$ cat src/catmull_rom_curve_tessellator_core_assert.svh
// ----------------------------------------------------------------------------
// Catmull-Rom tessellator assertion macros
// Shorthand for clocked implications with reset disable.
// ----------------------------------------------------------------------------
`ifndef CATMULL_ROM_CURVE_TESSELLATOR_CORE_ASSERT_SVH
`define CATMULL_ROM_CURVE_TESSELLATOR_CORE_ASSERT_SVH

// antecedent implies consequent in the same cycle
`define CRCT_ASSERT_SAME(label, clk, rst_n, ante, cons, msg) \
	label: assert property (@(posedge clk) disable iff (!rst_n) (ante) |-> (cons)) \
		else $error(msg);

// antecedent implies consequent in the next cycle
`define CRCT_ASSERT_NEXT(label, clk, rst_n, ante, cons, msg) \
	label: assert property (@(posedge clk) disable iff (!rst_n) (ante) |=> (cons)) \
		else $error(msg);

`endif

$ cat src/crct_pkg.sv
// ----------------------------------------------------------------------------
// crct_pkg
// Types, constants and helpers shared by the Catmull-Rom tessellator.
// ----------------------------------------------------------------------------
package crct_pkg;

	localparam int COORD_W          = 32;
	localparam int QUOT_BITS        = COORD_W - 1;
	localparam int COEF_W           = 36;
	localparam int DEFAULT_SEGMENTS = 8;

	localparam logic [COORD_W-1:0] COORD_MAX = {1'b0, {(COORD_W-1){1'b1}}};
	localparam logic [COORD_W-1:0] COORD_MIN = {1'b1, {(COORD_W-1){1'b0}}};

	localparam logic [1:0] AXIS_X = 2'd0;
	localparam logic [1:0] AXIS_Y = 2'd1;
	localparam logic [1:0] AXIS_Z = 2'd2;

	typedef logic signed [COORD_W-1:0] coord_t;

	typedef struct packed {
		coord_t x;
		coord_t y;
		coord_t z;
	} vec_t;

	typedef struct packed {
		coord_t a;
		coord_t b;
		coord_t c;
		coord_t d;
	} span_op_t;

	typedef struct packed {
		coord_t point_x;
		coord_t point_y;
		coord_t point_z;
		logic   final_point;
	} point_t;

	typedef struct packed {
		coord_t sample_x;
		coord_t sample_y;
		coord_t sample_z;
		logic   run_end;
		logic   curve_end;
	} sample_t;

	function automatic coord_t vec_coord(input vec_t v, input logic [1:0] axis);
		coord_t r;
		case (axis)
			AXIS_X:  r = v.x;
			AXIS_Y:  r = v.y;
			default: r = v.z;
		endcase
		return r;
	endfunction

endpackage

$ cat src/catmull_rom_curve_tessellator_core.sv
// ----------------------------------------------------------------------------
// catmull_rom_curve_tessellator_core
// Streaming uniform Catmull-Rom tessellator for 3D control points in Q16.16.
// ----------------------------------------------------------------------------
// Control points enter one transaction at a time; each point from the third
// on emits SEGMENTS samples of the span two points back, and a point flagged
// final_point also emits the closing span and the point itself (a two-point
// curve emits its two points, a one-point curve nothing). Points that emit
// nothing leave the sequencer idle, so point_stall stays low. Every span
// sample runs its three coordinates one after another through a single
// shared unit, in this order: launch, four multiply-accumulate steps,
// rounding, a three-step reciprocal multiply (at SEGMENTS = 8) that divides
// by 2*SEGMENTS^3, handoff; a saturated coordinate skips the multiply. The
// output write of each sample waits while sample_stall holds the output
// register. Plain point outputs bypass the shared unit. point_stall stays
// high until the last result of a point is in the output register; that
// register holds a result while the next one is computed.
// ----------------------------------------------------------------------------
`include "catmull_rom_curve_tessellator_core_assert.svh"

module catmull_rom_curve_tessellator_core
	import crct_pkg::*;
#(
	parameter int SEGMENTS = DEFAULT_SEGMENTS
) (
	input  logic    clk,
	input  logic    arst_n,
	input  logic    point_valid,
	output logic    point_stall,
	input  point_t  point,
	output logic    sample_valid,
	input  logic    sample_stall,
	output sample_t sample
);

	localparam int STEP_W = $clog2(SEGMENTS);
	localparam logic [STEP_W-1:0] STEP_LAST = STEP_W'(SEGMENTS - 1);
	localparam logic [1:0] SEEN_FULL = 2'd3;
	localparam logic [1:0] SEEN_ONE  = 2'd1;

	typedef enum logic [2:0] {
		ST_IDLE,
		ST_CALC,
		ST_WAIT,
		ST_EMIT_SPAN,
		ST_EMIT_POINT
	} state_t;

	state_t            state_q;
	vec_t              win_q [3];
	logic [1:0]        seen_q;
	vec_t              pa_q, pb_q, pc_q, pd_q;
	logic              fin_q;
	logic [1:0]        spans_q;
	logic [1:0]        points_q;
	logic [STEP_W-1:0] step_q;
	logic [1:0]        axis_q;
	vec_t              res_q;
	sample_t           sample_q;
	logic              sample_valid_q;

	logic     point_accept;
	logic     out_free;
	logic     emit;
	logic     span_last;
	vec_t     cur;
	span_op_t op;
	logic     u_start;
	logic     u_done;
	coord_t   u_value;

	assign point_stall  = (state_q != ST_IDLE);
	assign point_accept = point_valid && !point_stall;
	assign out_free     = !sample_valid_q || !sample_stall;
	assign emit         = out_free && ((state_q == ST_EMIT_SPAN) || (state_q == ST_EMIT_POINT));
	assign span_last    = (step_q == STEP_LAST) && (spans_q == 2'd1) && (points_q == 2'd0);
	assign u_start      = (state_q == ST_CALC);

	always_comb begin
		cur.x = point.point_x;
		cur.y = point.point_y;
		cur.z = point.point_z;
		op.a  = vec_coord(pa_q, axis_q);
		op.b  = vec_coord(pb_q, axis_q);
		op.c  = vec_coord(pc_q, axis_q);
		op.d  = vec_coord(pd_q, axis_q);
	end

	crct_sample_unit #(
		.SEGMENTS(SEGMENTS)
	) u_sample (
		.clk   (clk),
		.arst_n(arst_n),
		.start (u_start),
		.op    (op),
		.step  (step_q),
		.done  (u_done),
		.value (u_value)
	);

	always_ff @(posedge clk or negedge arst_n) begin
		if (!arst_n) begin
			state_q        <= ST_IDLE;
			win_q[0]       <= '0;
			win_q[1]       <= '0;
			win_q[2]       <= '0;
			seen_q         <= '0;
			pa_q           <= '0;
			pb_q           <= '0;
			pc_q           <= '0;
			pd_q           <= '0;
			fin_q          <= 1'b0;
			spans_q        <= '0;
			points_q       <= '0;
			step_q         <= '0;
			axis_q         <= AXIS_X;
			res_q          <= '0;
			sample_q       <= '0;
			sample_valid_q <= 1'b0;
		end else begin
			if (emit) begin
				sample_valid_q <= 1'b1;
			end else if (sample_valid_q && !sample_stall) begin
				sample_valid_q <= 1'b0;
			end
			case (state_q)
				ST_IDLE: begin
					if (point_accept) begin
						fin_q  <= point.final_point;
						step_q <= '0;
						axis_q <= AXIS_X;
						pa_q   <= (seen_q == SEEN_FULL) ? win_q[2] : win_q[1];
						pb_q   <= seen_q[1] ? win_q[1] : win_q[0];
						pc_q   <= seen_q[1] ? win_q[0] : cur;
						pd_q   <= cur;
						if (point.final_point) begin
							spans_q  <= seen_q[1] ? 2'd2 : 2'd0;
							points_q <= seen_q[1] ? 2'd1 :
								((seen_q == SEEN_ONE) ? 2'd2 : 2'd0);
							seen_q   <= '0;
						end else begin
							spans_q  <= seen_q[1] ? 2'd1 : 2'd0;
							points_q <= 2'd0;
							win_q[2] <= win_q[1];
							win_q[1] <= win_q[0];
							win_q[0] <= cur;
							seen_q   <= (seen_q == SEEN_FULL) ? SEEN_FULL : seen_q + 2'd1;
						end
						if (seen_q[1]) begin
							state_q <= ST_CALC;
						end else if (point.final_point && seen_q == SEEN_ONE) begin
							state_q <= ST_EMIT_POINT;
						end
					end
				end
				ST_CALC: begin
					state_q <= ST_WAIT;
				end
				ST_WAIT: begin
					if (u_done) begin
						case (axis_q)
							AXIS_X:  res_q.x <= u_value;
							AXIS_Y:  res_q.y <= u_value;
							default: res_q.z <= u_value;
						endcase
						if (axis_q == AXIS_Z) begin
							state_q <= ST_EMIT_SPAN;
						end else begin
							axis_q  <= axis_q + 2'd1;
							state_q <= ST_CALC;
						end
					end
				end
				ST_EMIT_SPAN: begin
					if (out_free) begin
						sample_q.sample_x  <= res_q.x;
						sample_q.sample_y  <= res_q.y;
						sample_q.sample_z  <= res_q.z;
						sample_q.run_end   <= span_last;
						sample_q.curve_end <= span_last && fin_q;
						axis_q             <= AXIS_X;
						if (step_q == STEP_LAST) begin
							step_q  <= '0;
							spans_q <= spans_q - 2'd1;
							pa_q    <= pb_q;
							pb_q    <= pc_q;
							pc_q    <= pd_q;
							if (spans_q != 2'd1) begin
								state_q <= ST_CALC;
							end else if (points_q != 2'd0) begin
								state_q <= ST_EMIT_POINT;
							end else begin
								state_q <= ST_IDLE;
							end
						end else begin
							step_q  <= step_q + STEP_W'(1);
							state_q <= ST_CALC;
						end
					end
				end
				ST_EMIT_POINT: begin
					if (out_free) begin
						sample_q.sample_x  <= pb_q.x;
						sample_q.sample_y  <= pb_q.y;
						sample_q.sample_z  <= pb_q.z;
						sample_q.run_end   <= (points_q == 2'd1);
						sample_q.curve_end <= (points_q == 2'd1) && fin_q;
						pa_q               <= pb_q;
						pb_q               <= pc_q;
						pc_q               <= pd_q;
						points_q           <= points_q - 2'd1;
						if (points_q == 2'd1) begin
							state_q <= ST_IDLE;
						end
					end
				end
				default: state_q <= ST_IDLE;
			endcase
		end
	end

	assign sample_valid = sample_valid_q;
	assign sample       = sample_q;

	`CRCT_ASSERT_SAME(a_done_in_wait, clk, arst_n, u_done, state_q == ST_WAIT,
		"sample unit finished outside the wait state")
	`CRCT_ASSERT_NEXT(a_final_clears_count, clk, arst_n,
		point_accept && point.final_point, seen_q == 2'd0,
		"point count not cleared after the final point")
	`CRCT_ASSERT_SAME(a_curve_end_is_run_end, clk, arst_n,
		sample_valid && sample.curve_end, sample.run_end,
		"curve end flagged on a result that does not end its run")
	`CRCT_ASSERT_NEXT(a_idle_after_run_end, clk, arst_n,
		state_q == ST_EMIT_POINT && out_free && points_q == 2'd1, state_q == ST_IDLE,
		"sequencer busy after the last point transaction")

endmodule

$ cat src/crct_sample_unit.sv
// ----------------------------------------------------------------------------
// crct_sample_unit
// One coordinate of one curve sample: a shared multiply-accumulate over the
// four cubic terms, then round-to-nearest by a reciprocal multiplication in
// 16-bit slices, with saturation to signed 32 bits.
// ----------------------------------------------------------------------------
module crct_sample_unit
	import crct_pkg::*;
#(
	parameter int SEGMENTS = DEFAULT_SEGMENTS
) (
	input  logic                         clk,
	input  logic                         arst_n,
	input  logic                         start,
	input  span_op_t                     op,
	input  logic [$clog2(SEGMENTS)-1:0]  step,
	output logic                         done,
	output coord_t                       value
);

	localparam int STEP_W      = $clog2(SEGMENTS);
	localparam int DEN         = 2 * SEGMENTS * SEGMENTS * SEGMENTS;
	localparam int HALF_DEN    = DEN / 2;
	localparam int WEIGHT_W    = $clog2(DEN + 1);
	localparam int ACC_W       = COEF_W + WEIGHT_W + 1;
	localparam int DEN_LOG     = $clog2(DEN);
	localparam int X_W         = QUOT_BITS + DEN_LOG;
	localparam int RECIP_SHIFT = X_W + DEN_LOG;
	localparam int CHUNK_W     = 16;
	localparam int CHUNKS      = (DEN_LOG + 33 + CHUNK_W - 1) / CHUNK_W;
	localparam int CHUNK_CNT_W = $clog2(CHUNKS);
	localparam int RECIP_PAD   = CHUNKS * CHUNK_W;
	localparam int PART_W      = X_W + CHUNK_W;
	localparam int DIV_W       = X_W + RECIP_PAD;
	localparam logic [63:0] RECIP =
		((64'd1 << RECIP_SHIFT) + 64'(DEN) - 64'd1) / 64'(DEN);
	localparam logic [RECIP_PAD-1:0]   RECIP_BITS  = RECIP[RECIP_PAD-1:0];
	localparam logic [CHUNK_CNT_W-1:0] CHUNK_FIRST = CHUNK_CNT_W'(CHUNKS - 1);
	localparam logic [1:0]             TERM_LAST   = 2'd3;

	typedef enum logic [1:0] {U_IDLE, U_MAC, U_ROUND, U_DIV} ustate_t;
	typedef logic signed [COEF_W-1:0] coef_t;

	ustate_t                 state_q;
	coef_t                   coef_q [4];
	logic [1:0]              term_q;
	logic [STEP_W-1:0]       step_q;
	logic signed [ACC_W-1:0] acc_q;
	logic                    neg_q;
	logic [X_W-1:0]          x_q;
	logic [DIV_W-1:0]        div_acc_q;
	logic [CHUNK_CNT_W-1:0]  chunk_q;
	logic                    done_q;
	logic [COORD_W-1:0]      value_q;

	logic [WEIGHT_W-1:0]     weight [4][SEGMENTS];
	logic [CHUNK_W-1:0]      recip_part [CHUNKS];

	for (genvar g = 0; g < SEGMENTS; g++) begin : g_weight
		assign weight[0][g] = WEIGHT_W'(DEN);
		assign weight[1][g] = WEIGHT_W'(SEGMENTS * SEGMENTS * g);
		assign weight[2][g] = WEIGHT_W'(SEGMENTS * g * g);
		assign weight[3][g] = WEIGHT_W'(g * g * g);
	end

	for (genvar g = 0; g < CHUNKS; g++) begin : g_recip
		assign recip_part[g] = RECIP_BITS[g*CHUNK_W +: CHUNK_W];
	end

	coef_t                   ea, eb, ec, ed;
	coef_t                   c1, c2, c3;
	logic signed [ACC_W-1:0] prod;
	logic [ACC_W-1:0]        mag;
	logic [ACC_W-1:0]        rnd;
	logic                    sat;
	logic [PART_W-1:0]       part;
	logic [DIV_W-1:0]        div_next;
	logic [COORD_W-1:0]      quot_ext;

	always_comb begin
		ea = COEF_W'(op.a);
		eb = COEF_W'(op.b);
		ec = COEF_W'(op.c);
		ed = COEF_W'(op.d);
		c1 = ec - ea;
		c2 = (ea <<< 1) - ((eb <<< 2) + eb) + (ec <<< 2) - ed;
		c3 = ((eb <<< 1) + eb) - ((ec <<< 1) + ec) + ed - ea;

		prod = ACC_W'(coef_q[term_q]) * ACC_W'($signed({1'b0, weight[term_q][step_q]}));

		mag = acc_q[ACC_W-1] ? ACC_W'(-acc_q) : ACC_W'(acc_q);
		rnd = mag + ACC_W'(HALF_DEN);
		sat = rnd[ACC_W-1:QUOT_BITS] >= (ACC_W - QUOT_BITS)'(DEN);

		part     = PART_W'(x_q) * PART_W'(recip_part[chunk_q]);
		div_next = (div_acc_q << CHUNK_W) + DIV_W'(part);
		quot_ext = {1'b0, div_next[RECIP_SHIFT +: QUOT_BITS]};
	end

	always_ff @(posedge clk or negedge arst_n) begin
		if (!arst_n) begin
			state_q   <= U_IDLE;
			done_q    <= 1'b0;
			coef_q    <= '{default: '0};
			term_q    <= '0;
			step_q    <= '0;
			acc_q     <= '0;
			neg_q     <= 1'b0;
			x_q       <= '0;
			div_acc_q <= '0;
			chunk_q   <= '0;
			value_q   <= '0;
		end else begin
			done_q <= 1'b0;
			case (state_q)
				U_IDLE: begin
					if (start) begin
						coef_q[0] <= eb;
						coef_q[1] <= c1;
						coef_q[2] <= c2;
						coef_q[3] <= c3;
						step_q    <= step;
						term_q    <= '0;
						acc_q     <= '0;
						state_q   <= U_MAC;
					end
				end
				U_MAC: begin
					acc_q  <= acc_q + prod;
					term_q <= term_q + 2'd1;
					if (term_q == TERM_LAST) begin
						state_q <= U_ROUND;
					end
				end
				U_ROUND: begin
					neg_q <= acc_q[ACC_W-1];
					if (sat) begin
						value_q <= acc_q[ACC_W-1] ? COORD_MIN : COORD_MAX;
						done_q  <= 1'b1;
						state_q <= U_IDLE;
					end else begin
						x_q       <= rnd[X_W-1:0];
						div_acc_q <= '0;
						chunk_q   <= CHUNK_FIRST;
						state_q   <= U_DIV;
					end
				end
				U_DIV: begin
					div_acc_q <= div_next;
					chunk_q   <= chunk_q - CHUNK_CNT_W'(1);
					if (chunk_q == '0) begin
						value_q <= neg_q ? -quot_ext : quot_ext;
						done_q  <= 1'b1;
						state_q <= U_IDLE;
					end
				end
				default: state_q <= U_IDLE;
			endcase
		end
	end

	assign done  = done_q;
	assign value = coord_t'(value_q);

endmodule
$ cat config.mk
export PLATFORM = sky130hd
export DESIGN_NAME = catmull_rom_curve_tessellator_core
export DESIGN_NICKNAME = d
export VERILOG_FILES = /design/src/crct_pkg.sv /design/src/catmull_rom_curve_tessellator_core.sv /design/src/crct_sample_unit.sv
export VERILOG_INCLUDE_DIRS = /design/src /design/src/src
export SDC_FILE = /design/constraint.sdc
export NUM_CORES = 2
export LEC_CHECK = 0
export BUFFER_PORTS_ARGS = -buffer_cell sky130_fd_sc_hd__buf_2
export CORE_MARGIN = 2
export CORE_UTILIZATION = 40
export CTS_BUF_LIST = sky130_fd_sc_hd__clkbuf_4
export CTS_CLUSTER_DIAMETER = 150
export DETAILED_ROUTE_END_ITERATION = 10
export SYNTH_ARGS = -nofsm -noshare
export SYNTH_HDL_FRONTEND = slang
export SYNTH_HIERARCHICAL = 1
export SYNTH_SLANG_ARGS = --single-unit
export TNS_END_PERCENT = 5
$ cat constraint.sdc
create_clock -name clk -period 9.99 [get_ports clk]
set_input_delay 1.4985 -clock clk [delete_from_list [all_inputs] [get_ports clk]]
set_output_delay 1.4985 -clock clk [all_outputs]
set_load 0.02 [all_outputs]
* Word level (Yosys, flattened, before mapping) *
Index checks and enable logic that the tools add are counted.

storage, ports and cells
  input port bits = 101
  logic and storage cells = 258
  register bits after elaboration = 1220

cells by class
  eq/ne operators = 29
  add/sub/neg operators = 22
  reductions and logical operators = 47
  bitwise logic cells = 6
  $lt $le $gt $ge = 4
  mux-type cells = 97
  $mul = 2

operator list
  kind                                                              number
  96-bit 2-to-1 mux                                                 15
  96-bit one-hot mux with 3 select lines                            3
  32-bit one-hot mux with 2 select lines                            5
  98-bit 2-to-1 mux                                                 2
  98-bit one-hot mux with 2 select lines                            1
  88-bit binary-select mux with 2-bit select                        1
  88-bit 2-to-1 mux                                                 2
  66-bit one-hot mux with 2 select lines                            1
  32-bit 2-to-1 mux                                                 4
  48-bit 2-to-1 mux                                                 2
  48-bit one-hot mux with 2 select lines                            1
  82-bit by 57-bit adder with 82-bit output                         1
  36-bit binary-select mux with 2-bit select                        1
  36-bit 2-to-1 mux                                                 2
  36-bit by 32-bit subtractor with 36-bit output                    2
  33-bit by 32-bit adder with 34-bit output                         2
  66-bit 2-to-1 mux                                                 1
  41-bit by 16-bit multiplier with 57-bit output                    1
  48-bit by 10-bit adder with 48-bit output, second input constant  1
  48-bit adder                                                      1
  36-bit by 12-bit multiplier with 48-bit output                    1
  48-bit negator                                                    1
  2-bit 2-to-1 mux                                                  23
  3-bit 2-to-1 mux                                                  13
  48 further kinds                                                  120

* Depth between registers and ports, before layout *
  depth after elaboration = 10
  mapped depth = 35

* Hierarchy *
The synthesis kept the hierarchy.

modules (own cells, without submodules)
  module                              instances  area each (um^2)  cells an instance
  crct_sample_unit                    1          44305.0           4998
  catmull_rom_curve_tessellator_core  1          40979.3           3501

* Worst setup path before layout *
No wires, ideal clock.

  path type = flip-flop to flip-flop
  start = reg u_sample.term_q[0]
  end = reg u_sample.acc_q[41]
  required time = 9.857 ns
  path slack = 1.782 ns
  data arrival time = 8.075 ns
  cell stages (with the launch flop) = 31
  path buffers = 4
  path through = dfrtp_1 -> clkbuf_1 -> buf_1 -> inv_1 -> ha_1 -> clkbuf_1 -> o21ai_0 -> mux2i_1 -> mux2i_1 -> clkbuf_1 -> nand2_1 -> fa_1 -> fa_1 -> inv_1 -> fa_1 -> fa_1 -> inv_1 -> fa_1 -> inv_1 -> ha_1 -> a21o_1 -> a21o_1 -> a221oi_1 -> nor4b_1 -> a211oi_1 -> o41ai_1 -> o21ai_0 -> a31oi_1 -> o21bai_1 -> xnor2_1 -> o21ai_0

between the ends
  longest elaborated chain between the ends = 10
  elaborated cells on any way between the ends = 13
  those cells by class = add/sub (1); mul (1); mux (10); bitwise (1)

RTL lines
  what                                                   RTL line                 source
  from (decl)                                            crct_sample_unit.sv:46   logic [1:0] term_q;
  from (signal assigned)                                 crct_sample_unit.sv:130  term_q <= term_q + 2'd1;
  2-bit NOT with 3-bit output (not written as such) (*)  crct_sample_unit.sv:89   prod = ACC_W'(coef_q[term_q]) * ACC_W'($signed({1'b0, weight[term_q][step_q]}));
  88-bit binary-select mux with 2-bit select             crct_sample_unit.sv:89
  88-bit 2-to-1 mux (not written as such) (2 in series)  crct_sample_unit.sv:89
  11-bit binary-select mux with 3-bit select             crct_sample_unit.sv:89
  11-bit 2-to-1 mux (not written as such) (2 in series)  crct_sample_unit.sv:89
  36-bit by 12-bit multiplier with 48-bit output (*)     crct_sample_unit.sv:89
  48-bit adder (*)                                       crct_sample_unit.sv:129  acc_q <= acc_q + prod;
  48-bit one-hot mux with 2 select lines (*)             crct_sample_unit.sv:115  case (state_q)
  to (signal assigned)                                   crct_sample_unit.sv:129
  to (decl)                                              crct_sample_unit.sv:48   logic signed [ACC_W-1:0] acc_q;

Mark *: on every way between the ends. The rest lies on a longest branch, timed or not. The select of a mux whose other input is x is not followed.
A chain may end at the register's enable or synchronous reset.

* Worst setup path after layout *
  start = reg u_sample.step_q[1]
  end = reg u_sample.acc_q[45]

between the ends
  longest elaborated chain between the ends = 7

RTL lines
  what                                                   RTL line                 source
  from (decl)                                            crct_sample_unit.sv:47   logic [STEP_W-1:0] step_q;
  from (signal assigned)                                 crct_sample_unit.sv:122  step_q <= step;
  3-bit NOT with 4-bit output (not written as such)      crct_sample_unit.sv:89
  11-bit binary-select mux with 3-bit select             crct_sample_unit.sv:89
  11-bit 2-to-1 mux (not written as such) (2 in series)  crct_sample_unit.sv:89
  36-bit by 12-bit multiplier with 48-bit output         crct_sample_unit.sv:89
  48-bit adder                                           crct_sample_unit.sv:129
  48-bit one-hot mux with 2 select lines                 crct_sample_unit.sv:115

Every way passes these cells. The select of a mux whose other input is x is not followed.

==> flow_summary.json <==
{
  "synth_top_area_share_pct": 35.4,
  "synth-edff-count": 0,
  "crit_path_frequent_cell": "fa_1",
  "synth_area_um2": 85300,
  "hold_path.class": "in -> async",
  "crit_slowest_cell": "o21ai_4",
  "post-route-min-period_ps": 8460,
  "multi_input_area_um2": 49800,
  "yosysWarningCount": 6,
  "cts_root_buf": "clkbuf_4",
  "area_growth_pct": 8.37,
  "place_hpwl_um": 197000,
  "rows": 169,
  "cts_max_path_buffers": 4,
  "path_clk_slew_ps": 70,
  "seqCellArea_um2": 30200,
  "crit_type": "reg -> reg",
  "synth-adder-area-share_pct": 18.4,
  "fp.dieW_um": 466,
  "clkLatencyLatePin_ps": 1410,
  "ant_nets": 0,
  "synth_cell_type_count": 101,
  "wire_per_inst_um": 23.2,
  "wl_um": 271000,
  "failed_checks": "design-rule violations",
  "cp_max_fo": 38,
  "drive_above_1_share_pct": 17.3,
  "outcome": "finished, violations left",
  "worst_pin_slew_ps": 1220,
  "synth-seq-cells": 1208,
  "dr.first_iter.drc_count": 5778,
  "holdBufCountCts": 0,
  "setup-violations-final": 0,
  "path_delay_family": "compound AO/OA/AOI/OAI gates",
  "num_vias": 66100,
  "relSlewSlack_pct": 18.5,
  "cpPeakStageDelay_ps": 900,
  "fin_tns_setup_ps": 0,
  "place_congestion": 0.903,
  "core_um2": 212000,
  "antenna_found_initial": 45,
  "grt_usage_pct": 24.9,
  "clock_skew_ps": 157,
  "dieArea_um2": 217000,
  "postLayoutCoreUtil_pct": 43.6,
  "vias_per_cell": 5.66,
  "die_h_um": 466,
  "synth_xor_area_share_pct": 2.88,
  "synth_area_per_cell_um2": 10.0,
  "cts_tree": "yes",
  "synth_top_family_by_area": "adder cells",
  "rsz0062_at_grt": "no",
  "synth_flop_cell": "dfrtp_1",
  "max_freq_ghz": 0.118,
  "grt_max_degree": 224,
  "required_ps": 11130,
  "ys_top_cells_by_area": "dfrtp_1, fa_1, mux2_2, nand2_1, ha_1",
  "slew_viol_final": 0,
  "cts_max_level": 5,
  "placement.io_buffers": 200,
  "post_cts_buffers": 0,
  "nets": 9623,
  "crit_arrival_ps": 9590,
  "overflow": 0,
  "pin_count": 201,
  "worst_r2r_endpoint": "u_sample/acc_q[45]$_DFFE_PN0P_",
  "r2r_start": "u_sample/step_q[1]$_DFFE_PN0P_",
  "grt_pass1_wl_um": 417000,
  "ff2ff_path_depth": 25,
  "cp.buffers_inverters": 5,
  "synth-simple-area-share_pct": 11.6,
  "rrSetupSlack_ps": 1530,
  "cp_num_cells": 25,
  "clkSinkCount": 1208,
  "hold_viol_final": 0,
  "synth_area_leader_cell": "dfrtp_1",
  "crit_path_end_kind": "flip-flop",
  "period_share_pct": 84.6,
  "cts_buffers": 346,
  "start_kind": "flip-flop",
  "drc": 30,
  "grt_pass1_vias": 66700,
  "synth_compound_area_share_pct": 14.0,
  "synthMuxAreaShare_pct": 11.3,
  "maxCapViolCount": 0,
  "ys_seq_area_share_pct": 35.4,
  "firstDrtPassIters": 9,
  "startpoint": "u_sample/step_q[1]$_DFFE_PN0P_",
  "initial_core_util_pct": 40.2,
  "async_flop_share_pct": 100,
  "fillCellCount": 20500,
  "cts_resized": 0,
  "syn_inst": 8499
}
## final cells by class
type | instances | share of cell area, %
well taps | 2821 | 3.82
multi-input cells | 5977 | 53.9
clock inverters | 74 | 0.345
repair buffers | 278 | 1.90
inverters | 807 | 3.28
diodes | 32 | 0.0866
clock buffers | 486 | 3.95
flip-flops and latches | 1208 | 32.7
## worst register-to-register path: cells and delay by family, from the launching register on
family	cells	cell delay (ps)
DFF	1	540
adders and majority gates	6	2960
AOI/OAI and AO/OA	10	3090
xor gates and xnor gates	1	150
buffers and inverters	5	800
and+or+nand+nor	3	760
## worst max-delay path by stage
stage	slack [ps]	endpoint
after global placement	1660	u_sample/acc_q[44]$_DFFE_PN0P_
after global routing	900	u_sample/acc_q[45]$_DFFE_PN0P_
after floorplan	1780	u_sample/acc_q[41]$_DFFE_PN0P_
after CTS	1500	u_sample/acc_q[45]$_DFFE_PN0P_
after detailed placement	1510	u_sample/acc_q[44]$_DFFE_PN0P_
final	1530	u_sample/acc_q[45]$_DFFE_PN0P_
## cells by family (layout without fill, tap and decap cells)
group | count (synthesis) | count (layout)
other | 1 | 41
multiplexers | 834 | 834
AND/OR/NAND/NOR | 2173 | 2173
buffers and inverters | 1322 | 1645
XOR/XNOR | 280 | 280
flip-flops | 1208 | 1208
AO/OA/AOI/OAI | 1777 | 1777
adder cells (fa/ha/maj) | 904 | 904
## layer usage
layer	vias to the layer above	part of all wire (%)	GRT usage, %
li1	29700	-	-
met1	33600	44	34.8
met2	2291	46	38.6
met3	452	6.7	4.60
met4	18	3.5	8.80
met5	-	0.046	0
## sequential cells by signal, indices dropped and copies added (netlist names), 41 cells and up
| register | count |
|---|---|
| win_q | 288 |
| res_q | 96 |
| pc_q | 96 |
| pa_q | 96 |
| u_sample/div_acc_q | 57 |
| u_sample/coef_q | 137 |
| pd_q | 96 |
| u_sample/acc_q | 48 |
| pb_q | 96 |
| u_sample/x_q | 41 |
| sample | 98 |
## synth_stat cells (130+ instances only)
cell	instances
clkbuf_1	301
and2_1	136
nand2_1	1291
fa_1	578
nand3_1	161
mux2_2	648
nor2_1	164
a21oi_1	204
a22oi_1	130
a2bb2oi_1	289
dfrtp_1	1208
ha_1	326
inv_1	806
xnor2_1	166
o22ai_1	296
o21ai_0	379
## cell usage in the layout, fill, tap and decap left out, types with 33 or more instances in the layout
master / n
a21o_1: 84
a21oi_1: 204
a22oi_1: 130
a2bb2oi_1: 289
a31oi_1: 33
and2_1: 134
and3_1: 104
buf_2: 199
buf_4: 66
clkbuf_4: 486
clkinv_1: 55
dfrtp_1: 1204
fa_1: 578
ha_1: 324
inv_1: 806
mux2_1: 41
mux2_2: 648
mux2i_1: 109
mux4_2: 35
nand2_1: 1285
nand2b_1: 45
nand3_1: 161
nand4_1: 35
nor2_1: 163
nor3_1: 54
o21ai_0: 379
o21ai_1: 50
o22ai_1: 296
o31ai_1: 41
xnor2_1: 166
xor2_1: 114
## stage by stage
step | area, µm² | hold slack [ps] | worst slack (ps) | instances
3_5_place_dp | 88400 | 460 | 1510 | 11100
2_1_floorplan | 85300 | 433 | 1780 | 8507
5_1_grt | 92400 | 22.1 | 901 | 11700
4_1_cts | 92300 | 106 | 1500 | 11700
3_3_place_gp | 88400 | 455 | 1660 | 11100
6_report | 92400 | 90.3 | 1530 | 11700
Power is left out: the tool's default activity adds up to more than one toggle a clock period on the data nets, which glitch-free logic cannot reach.
